[src/rtl/gbn_pkg.sv]
// Shared types, codes and sequence-number helpers for the go-back-N engine.
// Depends on nothing; every other file in rtl/ uses it by scoped names.
`timescale 1ns / 1ps

package gbn_pkg;

  // Sequence numbers run modulo SEQ_MAX + 1, which is 2**SEQ_W, so plain
  // SEQ_W-bit wrap-around arithmetic is the modulo.
  localparam int SEQ_MAX = 7;
  localparam int SEQ_W   = 3;
  localparam int DATA_W  = 32;

  localparam logic [SEQ_W-1:0] SEQ_LAST = SEQ_W'(SEQ_MAX);

  // Depth of the command queue between front and back (a power of two).
  localparam int CMDQ_DEPTH = 2;
  localparam int CMDQ_AW    = $clog2(CMDQ_DEPTH);
  localparam int CMDQ_CW    = $clog2(CMDQ_DEPTH + 1);

  // Input operations.
  localparam logic [1:0] OP_NET_READY = 2'd0;
  localparam logic [1:0] OP_ARRIVAL   = 2'd1;
  localparam logic [1:0] OP_CKSUM_ERR = 2'd2;
  localparam logic [1:0] OP_TIMEOUT   = 2'd3;

  // Result kinds.
  localparam logic [1:0] KIND_FRAME   = 2'd0;
  localparam logic [1:0] KIND_DELIVER = 2'd1;
  localparam logic [1:0] KIND_STATUS  = 2'd2;

  // Status codes.
  localparam logic STAT_OK      = 1'b0;
  localparam logic STAT_DROPPED = 1'b1;

  // Commands handed from the front end to the back end.
  localparam logic [1:0] CMD_SEND   = 2'd0;
  localparam logic [1:0] CMD_ARRIVE = 2'd1;
  localparam logic [1:0] CMD_STATUS = 2'd2;
  localparam logic [1:0] CMD_REPLAY = 2'd3;

  typedef struct packed {
    logic [1:0]        operation;
    logic [DATA_W-1:0] payload;
    logic [SEQ_W-1:0]  frame_seq;
    logic [SEQ_W-1:0]  frame_ack;
  } in_word_t;

  typedef struct packed {
    logic [1:0]        result_kind;
    logic [SEQ_W-1:0]  out_seq;
    logic [SEQ_W-1:0]  out_ack;
    logic [DATA_W-1:0] out_payload;
    logic              status_code;
    logic [SEQ_W-1:0]  outstanding;
    logic              can_accept;
    logic              last;
  } out_word_t;

  typedef struct packed {
    logic [1:0]        kind;
    logic [DATA_W-1:0] payload;
    logic [SEQ_W-1:0]  seq;         // frame to send, or first frame to replay
    logic [SEQ_W-1:0]  ack;         // piggybacked ack for transmitted frames
    logic [SEQ_W-1:0]  nframes;     // frames to replay
    logic              deliver;     // arrival was in order
    logic              status;
    logic [SEQ_W-1:0]  outstanding; // buffered count after the item
    logic              can_accept;
  } cmd_t;

  function automatic logic [SEQ_W-1:0] seq_inc(input logic [SEQ_W-1:0] v);
    seq_inc = v + SEQ_W'(1);
  endfunction

  // True when a <= b < c, circularly.
  function automatic logic in_window(input logic [SEQ_W-1:0] a,
                                     input logic [SEQ_W-1:0] b,
                                     input logic [SEQ_W-1:0] c);
    in_window = ((a <= b) && (b < c)) || ((c < a) && (a <= b)) ||
                ((b < c) && (c < a));
  endfunction

endpackage

[src/rtl/gbn_front.sv]
// Front end: accepts input words, keeps the window pointers and turns each
// word into one command for the back end. Depends on gbn_pkg.
`timescale 1ns / 1ps

module gbn_front (
  input  logic             clk,
  input  logic             rst_n,
  input  logic             in_valid,
  input  gbn_pkg::in_word_t in_word,
  input  logic             q_full,
  output logic             q_push,
  output gbn_pkg::cmd_t    q_cmd
);

  logic [gbn_pkg::SEQ_W-1:0] send_next_r, send_next_nxt;
  logic [gbn_pkg::SEQ_W-1:0] ack_oldest_r, ack_oldest_nxt;
  logic [gbn_pkg::SEQ_W-1:0] recv_exp_r, recv_exp_nxt;
  logic [gbn_pkg::SEQ_W-1:0] count_r, count_nxt;
  logic [gbn_pkg::SEQ_W-1:0] ack_dist;

  assign q_push   = in_valid && !q_full;
  assign ack_dist = in_word.frame_ack - ack_oldest_r;

  always_comb begin
    send_next_nxt  = send_next_r;
    ack_oldest_nxt = ack_oldest_r;
    recv_exp_nxt   = recv_exp_r;
    count_nxt      = count_r;

    q_cmd          = '0;
    q_cmd.payload  = in_word.payload;
    q_cmd.ack      = recv_exp_r - gbn_pkg::SEQ_W'(1);
    q_cmd.status   = gbn_pkg::STAT_OK;

    case (in_word.operation)
      gbn_pkg::OP_NET_READY: begin
        if (count_r >= gbn_pkg::SEQ_LAST) begin
          q_cmd.kind   = gbn_pkg::CMD_STATUS;
          q_cmd.status = gbn_pkg::STAT_DROPPED;
        end else begin
          q_cmd.kind    = gbn_pkg::CMD_SEND;
          q_cmd.seq     = send_next_r;
          count_nxt     = count_r + gbn_pkg::SEQ_W'(1);
          send_next_nxt = gbn_pkg::seq_inc(send_next_r);
        end
      end
      gbn_pkg::OP_ARRIVAL: begin
        q_cmd.kind    = gbn_pkg::CMD_ARRIVE;
        q_cmd.deliver = (in_word.frame_seq == recv_exp_r);
        if (q_cmd.deliver) begin
          recv_exp_nxt = gbn_pkg::seq_inc(recv_exp_r);
        end
        // The outstanding frames always span ack_oldest .. send_next-1, so
        // an ack inside that span releases everything up to and including it.
        if (gbn_pkg::in_window(ack_oldest_r, in_word.frame_ack, send_next_r)) begin
          count_nxt      = count_r - gbn_pkg::seq_inc(ack_dist);
          ack_oldest_nxt = gbn_pkg::seq_inc(in_word.frame_ack);
        end
      end
      gbn_pkg::OP_TIMEOUT: begin
        q_cmd.kind    = gbn_pkg::CMD_REPLAY;
        q_cmd.seq     = ack_oldest_r;
        q_cmd.nframes = count_r;
      end
      default: begin
        q_cmd.kind = gbn_pkg::CMD_STATUS;
      end
    endcase

    q_cmd.outstanding = count_nxt;
    q_cmd.can_accept  = (count_nxt < gbn_pkg::SEQ_LAST);
  end

  always_ff @(posedge clk) begin
    if (!rst_n) begin
      send_next_r  <= '0;
      ack_oldest_r <= '0;
      recv_exp_r   <= '0;
      count_r      <= '0;
    end else if (q_push) begin
      send_next_r  <= send_next_nxt;
      ack_oldest_r <= ack_oldest_nxt;
      recv_exp_r   <= recv_exp_nxt;
      count_r      <= count_nxt;
    end
  end

endmodule

[src/rtl/gbn_cmd_q.sv]
// Short command queue between the front and back ends.
// Depends on gbn_pkg for the command type and depth.
`timescale 1ns / 1ps

module gbn_cmd_q (
  input  logic          clk,
  input  logic          rst_n,
  input  logic          push,
  input  gbn_pkg::cmd_t push_cmd,
  output logic          full,
  input  logic          pop,
  output logic          empty,
  output gbn_pkg::cmd_t head
);

  gbn_pkg::cmd_t                 slots_r [gbn_pkg::CMDQ_DEPTH];
  logic [gbn_pkg::CMDQ_AW-1:0]   wr_ptr_r;
  logic [gbn_pkg::CMDQ_AW-1:0]   rd_ptr_r;
  logic [gbn_pkg::CMDQ_CW-1:0]   fill_r;

  assign full  = (fill_r == gbn_pkg::CMDQ_CW'(gbn_pkg::CMDQ_DEPTH));
  assign empty = (fill_r == '0);
  assign head  = slots_r[rd_ptr_r];

  always_ff @(posedge clk) begin
    if (push) begin
      slots_r[wr_ptr_r] <= push_cmd;
    end
  end

  // Pointers wrap naturally because the depth is a power of two.
  always_ff @(posedge clk) begin
    if (!rst_n) begin
      wr_ptr_r <= '0;
      rd_ptr_r <= '0;
      fill_r   <= '0;
    end else begin
      if (push) begin
        wr_ptr_r <= wr_ptr_r + gbn_pkg::CMDQ_AW'(1);
      end
      if (pop) begin
        rd_ptr_r <= rd_ptr_r + gbn_pkg::CMDQ_AW'(1);
      end
      if (push && !pop) begin
        fill_r <= fill_r + gbn_pkg::CMDQ_CW'(1);
      end else if (pop && !push) begin
        fill_r <= fill_r - gbn_pkg::CMDQ_CW'(1);
      end
    end
  end

endmodule

[src/rtl/gbn_back.sv]
// Back end: executes queued commands, owns the window buffer and drives the
// result register one word per cycle while taken. Depends on gbn_pkg.
`timescale 1ns / 1ps

module gbn_back (
  input  logic              clk,
  input  logic              rst_n,
  input  logic              q_empty,
  input  gbn_pkg::cmd_t     q_head,
  output logic              q_pop,
  output logic              out_valid,
  input  logic              out_take,
  output gbn_pkg::out_word_t out_word
);

  localparam logic [1:0] ST_IDLE   = 2'd0;
  localparam logic [1:0] ST_REPLAY = 2'd1;
  localparam logic [1:0] ST_STATUS = 2'd2;

  logic [1:0]                  state_r, state_nxt;
  logic [gbn_pkg::SEQ_W-1:0]   seq_r, seq_nxt;
  logic [gbn_pkg::SEQ_W-1:0]   left_r, left_nxt;
  logic [gbn_pkg::DATA_W-1:0]  mem [gbn_pkg::SEQ_MAX+1];
  logic [gbn_pkg::DATA_W-1:0]  rd_data_r;
  logic [gbn_pkg::SEQ_W-1:0]   rd_addr;
  logic                        mem_we;
  logic                        slot_free;
  logic                        emit;
  gbn_pkg::out_word_t          word;
  gbn_pkg::out_word_t          out_r;
  logic                        out_valid_r;

  assign slot_free = !out_valid_r || out_take;
  assign out_valid = out_valid_r;
  assign out_word  = out_r;

  always_comb begin
    state_nxt = state_r;
    seq_nxt   = seq_r;
    left_nxt  = left_r;
    q_pop     = 1'b0;
    emit      = 1'b0;
    mem_we    = 1'b0;
    rd_addr   = seq_r;

    word             = '0;
    word.outstanding = q_head.outstanding;
    word.can_accept  = q_head.can_accept;

    case (state_r)
      ST_IDLE: begin
        rd_addr = q_head.seq;
        if (!q_empty && slot_free) begin
          case (q_head.kind)
            gbn_pkg::CMD_SEND: begin
              emit             = 1'b1;
              mem_we           = 1'b1;
              word.result_kind = gbn_pkg::KIND_FRAME;
              word.out_seq     = q_head.seq;
              word.out_ack     = q_head.ack;
              word.out_payload = q_head.payload;
              state_nxt        = ST_STATUS;
            end
            gbn_pkg::CMD_ARRIVE: begin
              emit = 1'b1;
              if (q_head.deliver) begin
                word.result_kind = gbn_pkg::KIND_DELIVER;
                word.out_payload = q_head.payload;
                state_nxt        = ST_STATUS;
              end else begin
                word.result_kind = gbn_pkg::KIND_STATUS;
                word.status_code = q_head.status;
                word.last        = 1'b1;
                q_pop            = 1'b1;
              end
            end
            gbn_pkg::CMD_REPLAY: begin
              if (q_head.nframes == '0) begin
                emit             = 1'b1;
                word.result_kind = gbn_pkg::KIND_STATUS;
                word.status_code = q_head.status;
                word.last        = 1'b1;
                q_pop            = 1'b1;
              end else begin
                // The read of the first frame is issued this cycle.
                seq_nxt   = q_head.seq;
                left_nxt  = q_head.nframes;
                state_nxt = ST_REPLAY;
              end
            end
            default: begin
              emit             = 1'b1;
              word.result_kind = gbn_pkg::KIND_STATUS;
              word.status_code = q_head.status;
              word.last        = 1'b1;
              q_pop            = 1'b1;
            end
          endcase
        end
      end
      ST_REPLAY: begin
        if (slot_free) begin
          emit             = 1'b1;
          word.result_kind = gbn_pkg::KIND_FRAME;
          word.out_seq     = seq_r;
          word.out_ack     = q_head.ack;
          word.out_payload = rd_data_r;
          seq_nxt          = gbn_pkg::seq_inc(seq_r);
          left_nxt         = left_r - gbn_pkg::SEQ_W'(1);
          rd_addr          = gbn_pkg::seq_inc(seq_r);
          if (left_r == gbn_pkg::SEQ_W'(1)) begin
            state_nxt = ST_STATUS;
          end
        end
      end
      ST_STATUS: begin
        if (slot_free) begin
          emit             = 1'b1;
          word.result_kind = gbn_pkg::KIND_STATUS;
          word.status_code = q_head.status;
          word.last        = 1'b1;
          q_pop            = 1'b1;
          state_nxt        = ST_IDLE;
        end
      end
      default: begin
        state_nxt = ST_IDLE;
      end
    endcase
  end

  // Window buffer: sends write it, unstalled replay reads one frame a cycle.
  always_ff @(posedge clk) begin
    if (mem_we) begin
      mem[q_head.seq] <= q_head.payload;
    end
    rd_data_r <= mem[rd_addr];
  end

  always_ff @(posedge clk) begin
    if (emit) begin
      out_r <= word;
    end
    seq_r  <= seq_nxt;
    left_r <= left_nxt;
  end

  always_ff @(posedge clk) begin
    if (!rst_n) begin
      state_r     <= ST_IDLE;
      out_valid_r <= 1'b0;
    end else begin
      state_r <= state_nxt;
      if (emit) begin
        out_valid_r <= 1'b1;
      end else if (out_take) begin
        out_valid_r <= 1'b0;
      end
    end
  end

endmodule

[src/rtl/go_back_n_sliding_window.sv]
// Top level of the go-back-N sliding-window engine: front end, command
// queue and back end. Depends on gbn_pkg, gbn_front, gbn_cmd_q and gbn_back.
`timescale 1ns / 1ps

// This block is a go-back-N sender and in-order receiver with a window of
// eight sequence numbers (at most seven frames outstanding). Input words are
// pushed like into a queue and result words are popped like from a queue;
// every input word ends with exactly one status word marked last, preceded
// by its transmitted frames or its delivered packet. The front end takes one
// input word per cycle as long as its two-entry command queue has room; it
// updates the window pointers at once, so every result word of an item
// already carries the outstanding count after that item. The back end sends
// one result word per cycle from a single output register while the words
// are popped: a network-ready word yields a frame and a status word, an
// in-order arrival a delivery and a status word, an out-of-order arrival,
// a checksum error or a dropped packet only a status word, a timeout with
// nothing outstanding only a status word, and a timeout with N frames
// outstanding a first window-buffer read, then one frame per cycle, then the
// status. The sustained rate is set by that output register and the
// registered read of the window buffer. Buffer entries need no clearing after
// reset, since only buffered frames are ever read back.
module go_back_n_sliding_window (
  input  logic               clk,
  input  logic               rst_n,
  input  logic               push,
  output logic               full,
  input  gbn_pkg::in_word_t  in_word,
  output logic               empty,
  input  logic               pop,
  output gbn_pkg::out_word_t out_word
);

  logic          q_push;
  logic          q_full;
  logic          q_pop;
  logic          q_empty;
  gbn_pkg::cmd_t q_cmd;
  gbn_pkg::cmd_t q_head;
  logic          out_valid;

  // The input side stalls only when the command queue is full.
  assign full  = q_full;
  assign empty = !out_valid;

  gbn_front u_front (
    .clk      (clk),
    .rst_n    (rst_n),
    .in_valid (push),
    .in_word  (in_word),
    .q_full   (q_full),
    .q_push   (q_push),
    .q_cmd    (q_cmd)
  );

  gbn_cmd_q u_cmd_q (
    .clk      (clk),
    .rst_n    (rst_n),
    .push     (q_push),
    .push_cmd (q_cmd),
    .full     (q_full),
    .pop      (q_pop),
    .empty    (q_empty),
    .head     (q_head)
  );

  gbn_back u_back (
    .clk       (clk),
    .rst_n     (rst_n),
    .q_empty   (q_empty),
    .q_head    (q_head),
    .q_pop     (q_pop),
    .out_valid (out_valid),
    .out_take  (pop),
    .out_word  (out_word)
  );

`ifndef ASSERT_OFF
  // Exactly the status word closes an item.
  a_last_is_status: assert property (@(posedge clk) disable iff (!rst_n)
    !empty |-> (out_word.last == (out_word.result_kind == gbn_pkg::KIND_STATUS)))
    else $error("last flag and status kind disagree");

  // The room flag follows the outstanding count.
  a_room_flag: assert property (@(posedge clk) disable iff (!rst_n)
    !empty |-> (out_word.can_accept == (out_word.outstanding < gbn_pkg::SEQ_LAST)))
    else $error("can_accept inconsistent with outstanding");

  // The back end retires a command only when one is queued.
  a_pop_nonempty: assert property (@(posedge clk) disable iff (!rst_n)
    q_pop |-> !q_empty)
    else $error("command queue popped while empty");

  // A retired command always leaves a status word in the output register.
  a_pop_emits_status: assert property (@(posedge clk) disable iff (!rst_n)
    q_pop |=> (!empty && out_word.last))
    else $error("command retired without a status word");
`endif

endmodule
[config.mk]
export PLATFORM = sky130hd
export DESIGN_NAME = go_back_n_sliding_window
export DESIGN_NICKNAME = d
export VERILOG_FILES = /design/src/rtl/gbn_pkg.sv /design/src/rtl/gbn_front.sv /design/src/rtl/gbn_cmd_q.sv /design/src/rtl/gbn_back.sv /design/src/rtl/go_back_n_sliding_window.sv
export SDC_FILE = /design/constraint.sdc
export NUM_CORES = 1
export LEC_CHECK = 0
export BUFFER_PORTS_ARGS = -buffer_cell sky130_fd_sc_hd__buf_4
export CAP_MARGIN = 15
export CORE_MARGIN = 5
export CORE_UTILIZATION = 30
export CTS_CLUSTER_DIAMETER = 60
export DETAILED_ROUTE_END_ITERATION = 8
export PLACE_DENSITY = 0.46
export SETUP_SLACK_MARGIN = 0.3
export SKIP_CTS_REPAIR_TIMING = 1
export SLEW_MARGIN = 20
export SYNTH_ARGS = -nofsm -noshare
export SYNTH_HDL_FRONTEND = slang
export SYNTH_SLANG_ARGS = --single-unit
[constraint.sdc]
create_clock -name clk -period 5.8 [get_ports clk]
set_clock_uncertainty 0.2 [all_clocks]
set_input_delay 1.74 -clock clk [delete_from_list [all_inputs] [get_ports clk]]
set_output_delay 1.74 -clock clk [all_outputs]
set_load 0.02 [all_outputs]
==> results.cfg <==
[outcome]
status = finished clean

[floorplanning]
io_pins = 92
initial_core_util = 0.304
die_area_sq_um = 66400
coreArea_sq_um = 60600
fp.dieW_um = 258
chipHeight_um = 258
rows = 90

[place]
placed_area_sq_um = 20100
post-place-ws_ns = 1.02
hpwl_um = 21800
dp_cells = 1925
portBuffers = 91
place_congestion = 0.740

[critical_path]
cp.arrival_ns = 4.41
worstSetupEndpointType = register
required_ns = 6.08
r2r_slack_ns = 2.36
critPathLaunchType = input port
reg2reg_depth = 6
path_class = input port to register
path_max_fanout = 107

[synthesis]
yosysTopAreaCellShare = 0.660
synthCells = 1081
netlist_area_sq_um = 18400
synth_fp_nets = 1154
ys_warn_count = 0
synth_area_leaders = edfxtp_1 66%, mux2i_1 11%, dfxtp_1 5.7%
ys.flop_type = edfxtp_1
synth-seq-cells = 457
synth_edf_count = 405
ys_seq_area_frac = 0.717
syn_avg_cell_area_sq_um = 17.0
synth_largest_area_cell = edfxtp_1
synth_cell_types = 53
ys_async_sr_fraction = 0

[detailed_routing]
drcViolationCount = 0
finalWirelength_um = 38800
routedWlPerCell_um = 19.2
viasPerCell = 4.54
vias = 9189
drt-pass1-iter-count = 5
postRouteAntennaNets = 0
first_iter_violations = 349

[timing]
fmax_ghz = 0.242
setup_tns_ns = 0
worstMarginPinSlew_ns = 0.981
rsz0062_at_grt = false
min_period_ns = 4.13
fin_ws_ns = 1.67
fin_hold_ws_ns = 0.301
setup_viol = 0
final-hold-violation-count = 0
slew-limit-headroom = 0.344
slew_violations = 0
finalCritPeriodShare = 0.713

[global_route]
antenna_found_initial = 0
grt_pass1_wl_um = 59700
grt_util_all_layers = 0.116
grt_pass1_vias = 9820
gr-total-overflow = 0
grt_max_degree = 108

[cells_and_area]
fin_area_sq_um = 21700
drive_above_1_share = 0.220
regArea_sq_um = 13200
syn_to_final_growth_pct = 18.0
fin_cells = 2022
fill_cells = 5721
fin_nets = 1270
fin_util = 0.359
n_antenna_cell = 0
multi_input_area_sq_um = 4850

[cts]
cts_buffer_depth = 3
clock_sinks = 457
htree_levels = 2
clk_latency_ns = 0.59
cts-buffers-inserted = 52
cts_root_buffer = clkbuf_16
path_clk_slew_ns = 0.06
tritoncts = yes

[pwr]
vdd_drop_max_mv = 0.314
p_leak_nw = 8.04
powerDensity_nw_per_um2 = 484
finalPower_mw = 10.5

[hold_path]
whs_path_depth = 2
worstHoldPathType = register to register

[job]
maxCapViolations = 0
[cells in the mapped netlist (13+ instances only)]
library cell  instances
buf_4                13
and2_1               13
nor2_1               37
a22o_1               35
mux2_2               73
inv_1                31
ha_1                 27
edfxtp_1            405
dfxtp_1              52
mux2i_1             206
a21oi_1              19
nand2_1              35
[worst max-delay path: stages]
cell,delay (ns)
buf_4,0.11
nand2b_1,0.33
ha_1,0.41
a22o_1,0.26
a21oi_4,0.16
buf_12,0.59
mux2i_1,0.35
mux2i_1,0.10
mux2_2,0.28
[worst paths after layout]
path / start / end
setup / recovery: pop / u_back.rd_data_r[21]
hold / removal: u_front.ack_oldest_r[0] / u_front.ack_oldest_r[0]
setup reg to reg: register / u_back.mem[3][1]
hold reg to reg: u_front.ack_oldest_r[0] / u_front.ack_oldest_r[0]
[report_power, final]
group / leakage, nW / internal (mW) / switching (mW) / total, mW
registers: 4.13 / 4.31 / 0.206 / 4.51
clock network: 0.807 / 1.85 / 1.30 / 3.15
logic: 3.10 / 1.21 / 1.64 / 2.85
total: 8.04 / 7.36 / 3.15 / 10.5
[layer usage]
| layer | vias to the layer above | share of wire | routed length [um] | GRT usage |
|---|---|---|---|---|
| li1 | 4393 | - | - | - |
| met5 | - | 0 | 0 | 0 |
| met1 | 4624 | 0.48 | 18700 | 0.159 |
| met4 | 0 | 0.016 | 633 | 0.0289 |
| met3 | 48 | 0.036 | 1400 | 0.0262 |
| met2 | 124 | 0.47 | 18100 | 0.188 |
[cells in the final DEF (no fill, tap or decap), types with 3 or more instances in the layout]
| cell | n |
|---|---|
| edfxtp_1 | 405 |
| mux2i_1 | 206 |
| buf_4 | 99 |
| mux2_2 | 73 |
| clkbuf_16 | 53 |
| dfxtp_1 | 51 |
| nand2_1 | 35 |
| a22o_1 | 35 |
| inv_1 | 31 |
| ha_1 | 27 |
| nor2_1 | 25 |
| a21oi_1 | 18 |
| clkinv_1 | 14 |
| and2_1 | 13 |
| nor2_4 | 12 |
| clkbuf_1 | 12 |
| o21ai_0 | 11 |
| xnor2_1 | 11 |
| nor2b_1 | 9 |
| buf_12 | 9 |
| nand3_1 | 7 |
| xor2_1 | 7 |
| clkbuf_8 | 6 |
| clkinv_2 | 5 |
| o21a_1 | 4 |
| nand2b_1 | 4 |
| a21o_1 | 3 |
| a31oi_1 | 3 |
| nor3_1 | 3 |
| a211oi_1 | 3 |
| a22oi_1 | 3 |
| a21boi_0 | 3 |
[flip-flops by register name, summed over array words and instances (netlist names), named ones only]
name / count
u_back.rd_data_r: 32
u_back.out_word: 45
u_back.mem: 256
u_back.state_r: 2
u_front.send_next_r: 3
u_cmd_q.wr_ptr_r: 1
u_front.ack_oldest_r: 3
u_front.recv_exp_r: 3
u_front.count_r: 3
u_back.out_valid: 1
u_cmd_q.slots_r: 98
u_cmd_q.fill_r: 2
u_cmd_q.rd_ptr_r: 1
u_back.left_r: 3
u_back.seq_r: 3
[final cells by class]
type                            instances  area share
Clock buffer                           71      0.0669
Clock inverter                         26     0.00967
Inverter                               32     0.00553
Multi-Input combinational cell        546       0.223
Sequential cell                       457       0.608
Tap cell                              782      0.0450
Timing Repair Buffer                  108      0.0425
[cells by family after synthesis]
| logic type | share of synthesized area |
|---|---|
| DFF | 0.717 |
| and+or+nand+nor | 0.0292 |
| xor gates and xnor gates | 0.00856 |
| muxes | 0.157 |
| buffers and inverters | 0.0262 |
| adders and majority gates | 0.0205 |
| AOI/OAI and AO/OA | 0.0420 |
Note: power is estimated with default switching activity, not from simulation.
